File: src/hw/rtl/lht_pkg.sv
// ----------------------------------------------------------------------------
// lht_pkg
// Shared types and constants of the hash table with recency eviction.
// ----------------------------------------------------------------------------
package lht_pkg;

    // request codes
    localparam logic [1:0] MODE_GET    = 2'd0;
    localparam logic [1:0] MODE_PUT    = 2'd1;
    localparam logic [1:0] MODE_REMOVE = 2'd2;
    localparam logic [1:0] MODE_CLEAR  = 2'd3;

    // configuration register indexes
    localparam int         CFG_IDX_W      = 2;
    localparam logic [1:0] CFG_LRU_ENABLE = 2'd0;
    localparam logic [1:0] CFG_MAX_COUNT  = 2'd1;
    localparam int         MAX_COUNT_W    = 10;
    localparam logic [MAX_COUNT_W-1:0] MAX_COUNT_RST = 10'd512;

    // integer hash: three xorshift-multiply rounds and a final xorshift
    localparam logic [31:0] MIX_MUL0 = 32'hed5ad4bb;
    localparam logic [31:0] MIX_MUL1 = 32'hac4c1b51;
    localparam logic [31:0] MIX_MUL2 = 32'h31848bab;
    localparam int          MIX_ROUNDS = 4;

    typedef struct packed {
        logic [1:0]  mode;
        logic [31:0] key;
        logic [31:0] value;
    } t_request;

    typedef struct packed {
        logic        status;
        logic        found;
        logic [31:0] data;
        logic [31:0] evicted_key;
        logic        is_eviction;
        logic        last;
    } t_result;

    function automatic logic [4:0] mix_shift(input logic [1:0] step);
        logic [4:0] sh;
        case (step)
            2'd0:    sh = 5'd17;
            2'd1:    sh = 5'd11;
            2'd2:    sh = 5'd15;
            default: sh = 5'd14;
        endcase
        return sh;
    endfunction

    function automatic logic [31:0] mix_mult(input logic [1:0] step);
        logic [31:0] m;
        case (step)
            2'd0:    m = MIX_MUL0;
            2'd1:    m = MIX_MUL1;
            default: m = MIX_MUL2;
        endcase
        return m;
    endfunction

endpackage

File: src/hw/rtl/lht_hash.sv
// ----------------------------------------------------------------------------
// lht_hash
// Iterative key hash: one shared 32x32 multiplier over three rounds and a
// final xorshift. BUCKETS is a power of two, so the bucket is the low bits.
// ----------------------------------------------------------------------------
module lht_hash #(
    parameter int BUCKETS = 64
) (
    input  logic                       i_clk,
    input  logic                       i_rst_n,
    input  logic                       i_start,
    input  logic [31:0]                i_key,
    output logic                       o_done,
    output logic [$clog2(BUCKETS)-1:0] o_bucket
);
    import lht_pkg::*;

    localparam int BW = $clog2(BUCKETS);

    typedef enum logic [1:0] {H_IDLE, H_MIX} t_hstate;

    t_hstate         r_state;
    logic [31:0]     r_x;
    logic [4:0]      r_cnt;
    logic            r_done;

    logic [31:0]     mix_in;
    logic [31:0]     mix_prod;

    assign mix_in   = r_x ^ (r_x >> mix_shift(r_cnt[1:0]));
    assign mix_prod = mix_in * mix_mult(r_cnt[1:0]);

    always_ff @(posedge i_clk) begin
        if (!i_rst_n) begin
            r_state <= H_IDLE;
            r_done  <= 1'b0;
            r_cnt   <= '0;
        end else begin
            r_done <= 1'b0;
            unique case (r_state)
                H_IDLE: begin
                    if (i_start) begin
                        r_x     <= i_key;
                        r_cnt   <= '0;
                        r_state <= H_MIX;
                    end
                end
                H_MIX: begin
                    // last round is the bare xorshift
                    r_x <= (r_cnt == 5'(MIX_ROUNDS - 1)) ? mix_in : mix_prod;
                    if (r_cnt == 5'(MIX_ROUNDS - 1)) begin
                        r_cnt   <= '0;
                        r_done  <= 1'b1;
                        r_state <= H_IDLE;
                    end else begin
                        r_cnt <= r_cnt + 5'd1;
                    end
                end
                default: r_state <= H_IDLE;
            endcase
        end
    end

    assign o_done   = r_done;
    assign o_bucket = r_x[BW-1:0];

endmodule

File: config.mk
export PLATFORM = sky130hd
export DESIGN_NAME = lht_hash
export DESIGN_NICKNAME = d
export VERILOG_FILES = /design/src/hw/rtl/lht_pkg.sv /design/src/hw/rtl/lht_hash.sv
export SDC_FILE = /design/constraint.sdc
export NUM_CORES = 1
export LEC_CHECK = 0
export BUFFER_PORTS_ARGS = -buffer_cell sky130_fd_sc_hd__clkbuf_2
export CAP_MARGIN = 5
export CORE_MARGIN = 2
export CORE_UTILIZATION = 55
export CTS_BUF_LIST = sky130_fd_sc_hd__clkbuf_4 sky130_fd_sc_hd__clkbuf_8
export CTS_CLUSTER_DIAMETER = 200
export CTS_CLUSTER_SIZE = 12
export DETAILED_ROUTE_END_ITERATION = 10
export PLACE_DENSITY = 0.73
export SYNTH_ARGS = -nofsm -noshare
export SYNTH_HDL_FRONTEND = slang
export SYNTH_SLANG_ARGS = --single-unit
File: constraint.sdc
create_clock -name i_clk -period 13.78 [get_ports i_clk]
set_clock_uncertainty 0.2 [all_clocks]
set_input_delay 0.689 -clock i_clk [delete_from_list [all_inputs] [get_ports i_clk]]
set_output_delay 0.689 -clock i_clk [all_outputs]
set_load 0.02 [all_outputs]
==> impl_metrics.yaml, run 1 <==
outcome:
  status: "complete, no violations"
detailed_routing:
  drt_iter0_markers: 1020
  drt_first_pass_iters: 5
  wl_per_cell_um: 22.01
  remaining_drc_errors: 0
  wirelength_um: 49300
  dr_total_vias: 12572
  avgViaCountPerCell: 5.613
  antenna_left: 0
critical_path:
  r2r-start: "r_cnt[0]"
  startpoint: "r_cnt[0]"
  crit_top_cell: "fa_1"
  end_kind: "flop"
  rr_worst_depth: 36
  worstPathRequired_ns: 13.59
  startpoint_type: "flop"
  crit_type: "flop to flop"
  worstPathMaxFanout: 21
  cpPeakStageDelay_ns: 0.79
  crit_arrival_ns: 11.09
  worst_path_max_delay_cell: "xor2_1"
  r2r_setup_slack_ns: 2.50
min_path:
  hold_depth: 2
  holdCritPathClass: "input port to flop"
  hold_path.startpoint: "i_key[27]"
logic_synthesis:
  ys_seq_elements: 39
  synth_compound_area_share_pct: 7.915
  synth_xor_xnor_area_share_pct: 6.302
  synth.distinct_cells: 66
  synth-seq-area-share_pct: 6.571
  synth_edf_count: 32
  synth_ff_type: "edfxtp_1"
  synth_commonest_cells: "444 x inv_1, 307 x fa_1, 201 x ha_1, 157 x nor2_1, 107 x nand2_1"
  synth.avg_cell_area_um2: 8.989
  yosys-top-cells-area: "fa_1 37%, ha_1 15%, inv_1 9.9%"
  yosysWarnings: 0
  syn_nets: 2407
  synth_mux_area_share_pct: 4.884
  synth.most_common_cell: "inv_1"
  synth_top_family_by_area: "adder cells"
  synthAdderAreaFrac_pct: 51.69
  syn_inst: 1864
  async_flop_share_pct: 0
  syn-cell-area_um2: 16760
  synthSimpleGateAreaFrac_pct: 10.20
  synth_top_area_share_pct: 36.68
  yosys.area.top_type: "fa_1"
clock_tree:
  cts_hold_buf: 0
  ctsLongestPathBuffers: 2
  clk_latency_ns: 0.31
  cts_resized: 0
  cts.reportedPaths.clkPinSlew_ns: 0.08
  numClockSinks: 39
  cts_buffers: 5
  postCtsSetupBuffers: 0
  cts-root-buf: "clkbuf_8"
  cts-htree-levels: 2
  cts_tree: "done"
timing:
  grt_setup_unrepaired: "false"
  holdWs_ns: 0.4674
  finalCritPeriodShare_pct: 81.84
  layout_min_cycle_time_ns: 11.28
  fmax_mhz: 88.68
  setup_tns_ns: 0
  slew_headroom_pct: 28.48
  finalMaxSlewViolations: 0
  timing.final.hold_violations: 0
  worstMarginPinSlew_ns: 1.073
  setup_viol: 0
placement:
  dpl.hpwl_um: 42310
  dp.cells: 2232
  place_congestion: 0.9566
  port_buffers: 41
die:
  rows: 63
  start_util_pct: 56.24
  io_pins: 42
  die_width_um: 178.5
  dieArea_um2: 31880
  core_um2: 29800
  die_h_um: 178.5
grt:
  first_global_vias: 13455
  grt_start_max_net_pins: 74
  grt_overflow: 0
  grt_pass1_wl_um: 77810
  grt_usage_pct: 33.01
  antenna_found_initial: 1
run:
  cap_violations: 0
layout:
  drive_gt1_share_pct: 7.189
  fin_cells: 2240
  diodes: 0
  syn_to_final_growth_pct: 3.435
  fill_cells: 2642
  fin_nets: 2392
==> cells in the final DEF (no fill, tap or decap), types with 6 or more instances in the layout <==
cell,count
nand2b_1,18
nor2b_1,10
mux2_2,24
fa_1,307
or2_2,16
xor2_1,27
nor2_1,156
clkbuf_2,41
xnor2_1,84
a21oi_1,97
o311ai_0,6
a21boi_0,6
o21a_1,11
a21o_1,14
inv_1,444
nand2_1,107
ha_1,200
buf_4,22
mux2i_1,33
edfxtp_1,32
and3_1,8
o21ai_0,40
nand3_1,7
dfxtp_1,6
nor3_1,21
and2_1,15
mux4_2,9
o211ai_1,10
==> logic make-up (layout without fill, tap and decap cells) <==
family,Yosys count,after routing
muxes,67,67
adders and majority gates,508,508
AOI/OAI and AO/OA,219,219
and+or+nand+nor,380,380
xor gates and xnor gates,115,115
buffers and inverters,536,522
DFF,39,39
==> routing by layer <==
layer | GRT usage [%] | share of wire (%) | vias up
met1 | 45.15 | 42 | 6159
met4 | 11.69 | 4.2 | 2
li1 | - | - | 5722
met3 | 5.179 | 7.6 | 120
met5 | 0 | 0.037 | -
met2 | 53.46 | 46 | 569
==> worst paths after layout <==
check | end
worst max-delay path | r_x[30]
worst min-delay path | r_x[27]
worst max register to register | r_x[30]
worst min register to register | r_cnt[3]
==> cell type report <==
type / count / area, um^2 / area share (%)
Sequential cell: 39 / 1102 / 6.360
Clock inverter: 2 / 11.26 / 0.06497
Multi-Input combinational cell: 1289 / 13590 / 78.41
Tap cell: 390 / 488.0 / 2.815
Inverter: 451 / 1693 / 9.768
Clock buffer: 6 / 76.32 / 0.4404
Timing Repair Buffer: 63 / 370.4 / 2.137
==> registers in the layout, summed over array words and instances, names as in the netlist <==
register  count
o_done        1
r_cnt         5
r_x          32
r_state       1
==> critical path: cells and delay by family (launching register included) <==
family                   cells  cell delay, ns
flip-flops                   1            0.37
adder cells (fa/ha/maj)     10            4.41
multiplexers                 2            0.69
buffers and inverters        9            1.71
AND/OR/NAND/NOR              3            0.72
AO/OA/AOI/OAI               11            2.10
XOR/XNOR                     1            0.79
==> metrics by stage <==
step	instance area (um^2)	util, %	setup WS, ns
detailed placement	17240	57.87	2.528
finish	17330	58.17	2.503
global placement	17240	57.87	2.659
floorplan	16760	-	4.354
global route	17330	58.17	1.938
CTS	17330	58.17	2.464
Power of run 1 is not shown: default switching activity piles up to over one toggle a cycle in this logic, so the estimate is an artifact.
==> run 2: changes to the inputs <==
Clock period 13.78 ns to 11.1 ns, I/O delays scaled along.
==> run 2 against run 1 <==
Register-to-register slack worse by 1.9 ns. Cell area up 1.2%. Core utilization up 0.68 points. Final cell count up 1.1%. Worst setup slack worse by 1.9 ns. Maximum frequency up 7.8%. Wire length up 3.2%. Die area unchanged. Sequential share of layout area down 0.074 points. Non-clock buffer count up 24. Critical endpoint unchanged.
==> impl_metrics.yaml, run 2 (synthesis gave the netlist of run 1 again) <==
outcome:
  status: "complete, no violations"
grt:
  first_global_vias: 13523
  grt_start_max_net_pins: 73
  antenna_found_initial: 0
  grt_usage_pct: 33.68
  grt_overflow: 0
  grt_pass1_wl_um: 79050
critical_path:
  end_kind: "flop"
  critPathTopFamily: "adder cells"
  critical_path.endpoint: "r_x[30]"
  crit_buf_inv: 8
  rr_worst_depth: 34
  r2r_setup_slack_ns: 0.64
  worst_path_max_delay_cell: "o311ai_0"
  worstPathRequired_ns: 10.91
  worstReg2RegEnd: "r_x[30]"
  crit_arrival_ns: 10.27
  r2r-start: "r_cnt[0]"
  startpoint: "r_cnt[0]"
  path_depth: 34
  cpPeakStageDelay_ns: 0.64
  crit_top_cell: "fa_1"
  worstPathMaxFanout: 26
  startpoint_type: "flop"
  crit_type: "flop to flop"
timing:
  worstMarginPinSlew_ns: 1.093
  layout_min_cycle_time_ns: 10.46
  setup_viol: 0
  fmax_mhz: 95.57
  setup_tns_ns: 0
  timing.final.hold_violations: 0
  finalCritPeriodShare_pct: 94.26
  grt_setup_unrepaired: "false"
  finalMaxSlewViolations: 0
  slew_headroom_pct: 27.14
clock_tree:
  cts_hold_buf: 0
  cts.reportedPaths.clkPinSlew_ns: 0.08
  clk_latency_ns: 0.31
  ctsLongestPathBuffers: 2
  numClockSinks: 39
  cts_buffers: 5
  cts-htree-levels: 2
  cts_tree: "done"
  cts-root-buf: "clkbuf_8"
die:
  die_width_um: 178.5
  rows: 63
  start_util_pct: 56.24
  io_pins: 42
  dieArea_um2: 31880
  die_h_um: 178.5
  core_um2: 29800
detailed_routing:
  drt_first_pass_iters: 6
  dr_total_vias: 12972
  wirelength_um: 50900
  avgViaCountPerCell: 5.730
  wl_per_cell_um: 22.48
  drt_iter0_markers: 1187
  remaining_drc_errors: 0
  antenna_left: 0
layout:
  final_common_cell: "inv_1"
  syn_to_final_growth_pct: 4.644
  reg.largest.list: "r_x: 32 flops, r_cnt: 5 flops"
  drive_gt1_share_pct: 8.538
  mostFrequentLayoutCells: "444 x inv_1, 307 x fa_1, 198 x ha_1"
  diodes: 0
  fin_nets: 2416
  largest_register: "r_x"
  largest_reg_flops: 32
run:
  cap_violations: 0
placement:
  place_congestion: 0.9593
  port_buffers: 41
  dpl.hpwl_um: 43620
min_path:
  holdCritPathClass: "input port to flop"
==> run 2: cell types whose count changed in the layout (fill, tap and decap cells not counted), sizes merged <==
cell	delta
buf	+24
==> run 2: area by class of cell <==
type,count,area [um^2]
inverter,451,1693
sequential,39,1102
tap,390,488.0
clock buffer,6,76.32
timing repair buffer,87,550.5
fill,2673,12260
clock inverter,2,11.26
multi-input combinational,1289,13610
==> run 2: timing repair <==
item,CTS,global route
endpoints found under the setup margin,0,3
gates resized for setup,0,4
setup buffers,0,0
==> run 2: metrics by stage <==
stage | cells | util, % | hold WS, ns | setup WS [ns] | cell area, um^2
6_report | 2264 | 58.85 | 0.3296 | 0.6370 | 17530
5_1_grt | 2264 | 58.85 | 0.3555 | 0.1096 | 17530
4_1_cts | 2264 | 58.77 | 0.3270 | 0.3105 | 17510
3_5_place_dp | 2256 | 58.48 | 0.5095 | 0.3789 | 17420
3_3_place_gp | 2256 | 58.48 | 0.4803 | 0.4263 | 17420
2_1_floorplan | 1864 | - | 0.4262 | 1.674 | 16760
==> run 2: metal layers <==
layer | track usage [%] | part of all wire [%]
met5 | 0 | 0
met3 | 3.453 | 7.9
met1 | 47.17 | 42
met4 | 12.40 | 4.5
met2 | 54.42 | 46
==> run 2: worst min-delay path by stage <==
stage	slack (ns)	start	endpoint	cells after the start
floorplan	0.43	r_cnt[4]	r_cnt[4]	3
global route	0.36	i_key[27]	r_x[27]	2
CTS	0.33	i_key[27]	r_x[27]	2
finish	0.33	i_key[27]	r_x[27]	2
global placement	0.48	r_cnt[4]	r_cnt[4]	3
detailed placement	0.51	r_cnt[4]	r_cnt[4]	3
Power of run 2 is left out for the same reason.
==> run 3: changes to the inputs <==
--- a/config.mk
+++ b/config.mk
@@ -8,11 +8,13 @@
 export BUFFER_PORTS_ARGS = -buffer_cell sky130_fd_sc_hd__clkbuf_2
 export CAP_MARGIN = 5
+export CELL_PAD_IN_SITES_DETAIL_PLACEMENT = 1
+export CELL_PAD_IN_SITES_GLOBAL_PLACEMENT = 2
 export CORE_MARGIN = 2
-export CORE_UTILIZATION = 55
+export CORE_UTILIZATION = 43
 export CTS_BUF_LIST = sky130_fd_sc_hd__clkbuf_4 sky130_fd_sc_hd__clkbuf_8
 export CTS_CLUSTER_DIAMETER = 200
 export CTS_CLUSTER_SIZE = 12
 export DETAILED_ROUTE_END_ITERATION = 10
-export PLACE_DENSITY = 0.73
+export PLACE_DENSITY = 0.86
 export SYNTH_ARGS = -nofsm -noshare
 export SYNTH_HDL_FRONTEND = slang
--- a/constraint.sdc
+++ b/constraint.sdc
@@ -3,3 +3,3 @@
 set_input_delay 0.555 -clock i_clk [delete_from_list [all_inputs] [get_ports i_clk]]
 set_output_delay 0.555 -clock i_clk [all_outputs]
-set_load 0.02 [all_outputs]
+set_load 0.05 [all_outputs]
==> run 3 against run 2 <==
Die area up 27%. Global-route usage shrank 4.1 points. Critical path depth unchanged. Count of clock-buffer cells in the layout increased by 1. Largest cell class unchanged.
==> impl_metrics.yaml, run 3 (synthesis gave the netlist of run 1 again) <==
outcome:
  status: "complete, no violations"
critical_path:
  cpPeakStageDelay_ns: 0.59
  end_kind: "flop"
  crit_type: "flop to flop"
  startpoint_type: "flop"
  crit_arrival_ns: 10.25
  worstPathMaxFanout: 46
  worst_path_max_delay_cell: "nor2_1"
  r2r_setup_slack_ns: 0.70
  rr_worst_depth: 34
  worstPathRequired_ns: 10.95
  worstReg2RegEnd: "r_x[30]"
  r2r-start: "r_cnt[0]"
  startpoint: "r_cnt[0]"
  critical_path.endpoint: "r_x[30]"
timing:
  timing.final.hold_violations: 0
  setup_tns_ns: 0
  holdWs_ns: 0.3114
  setup_viol: 0
  layout_min_cycle_time_ns: 10.40
  finalCritPeriodShare_pct: 93.73
  worstMarginPinSlew_ns: 1.294
  slew_headroom_pct: 13.76
  fmax_mhz: 96.12
  finalMaxSlewViolations: 0
  grt_setup_unrepaired: "false"
layout:
  largest_register: "r_x"
  syn_to_final_growth_pct: 5.601
  mostFrequentLayoutCells: "444 x inv_1, 307 x fa_1, 198 x ha_1"
  seq_area_um2: 1102
  drive_gt1_share_pct: 8.542
  fill_cells: 4639
  fin_area_um2: 17690
  multi_input_area_um2: 13610
  final_common_cell: "inv_1"
  fin_cells: 2392
  fin_nets: 2415
  largest_reg_flops: 32
  reg.largest.list: "r_x: 32 flops, r_cnt: 5 flops"
grt:
  antenna_found_initial: 0
  grt.met2_usage_pct: 50.58
  grt_start_max_net_pins: 47
  met1_usage_pct: 40.65
  first_global_vias: 14356
  busiest_layer: "met2"
  grt_overflow: 0
  grt_pass1_wl_um: 89730
  grt_usage_pct: 29.57
  grt_util_met3_pct: 2.138
clock_tree:
  cts-htree-levels: 2
  cts.reportedPaths.clkPinSlew_ns: 0.09
  numClockSinks: 39
  postCtsSetupBuffers: 0
  cts_tree: "done"
  ctsLongestPathBuffers: 2
  cts-root-buf: "clkbuf_8"
  cts_buffers: 5
  cts_hold_buf: 0
  clk_latency_ns: 0.31
  cts_resized: 0
detailed_routing:
  wl_per_cell_um: 24.08
  wirelength_um: 57610
  drt_first_pass_iters: 5
  remaining_drc_errors: 0
  dr_total_vias: 12823
  avgViaCountPerCell: 5.361
  antenna_left: 0
  drt_iter0_markers: 929
die:
  start_util_pct: 43.46
  dieArea_um2: 40560
  core_um2: 38560
  die_h_um: 201.4
  die_width_um: 201.4
  rows: 72
  io_pins: 42
placement:
  dpl.hpwl_um: 50260
  port_buffers: 41
  place_area_um2: 17580
  place_congestion: 0.9548
  dp.cells: 2383
run:
  cap_violations: 0
min_path:
  holdCritPathClass: "input port to flop"
==> run 3: how the worst min path moves through the flow <==
stage	startpoint	end	slack [ns]	cells past startpoint
2_1_floorplan	r_cnt[4]	r_cnt[4]	0.43	3
3_5_place_dp	r_cnt[4]	r_cnt[4]	0.49	3
6_report	i_key[27]	r_x[27]	0.31	2
5_1_grt	i_key[27]	r_x[27]	0.33	2
3_3_place_gp	r_cnt[4]	r_cnt[4]	0.47	3
4_1_cts	i_key[27]	r_x[27]	0.32	2
==> run 3: area by class of cell <==
| type | count | share of cell area, % |
|---|---|---|
| inverters | 451 | 9.567 |
| flip-flops and latches | 39 | 6.230 |
| diodes | 1 | 0.01414 |
| repair buffers | 86 | 3.069 |
| well taps | 518 | 3.663 |
| multi-input cells | 1289 | 76.90 |
| clock inverters | 1 | 0.04950 |
| clock buffers | 7 | 0.5091 |
==> run 3: critical path: cells and delay by family (launching register included) <==
| kind | cells | cell delay [ns] |
|---|---|---|
| adders and majority gates | 10 | 4.81 |
| AOI/OAI and AO/OA | 11 | 2.18 |
| muxes | 2 | 0.82 |
| and+or+nand+nor | 2 | 0.76 |
| buffers and inverters | 8 | 0.74 |
| DFF | 1 | 0.38 |
| xor gates and xnor gates | 1 | 0.26 |
==> run 3: metal layers <==
metal | wire [um] | part of all wire [%] | vias to the layer above
li1 | - | - | 5767
met5 | 0 | 0 | -
met2 | 27940 | 48 | 349
met1 | 25600 | 44 | 6618
met4 | 1745 | 3.0 | 0
met3 | 2324 | 4.0 | 89
==> run 3: stage by stage <==
step,setup slack [ns],util (%)
global route,0.1814,45.89
finish,0.6964,45.89
floorplan,1.674,-
detailed placement,0.1123,45.59
CTS,0.1048,45.85
global placement,0.3878,45.59
Power of run 3 is left out for the same reason.
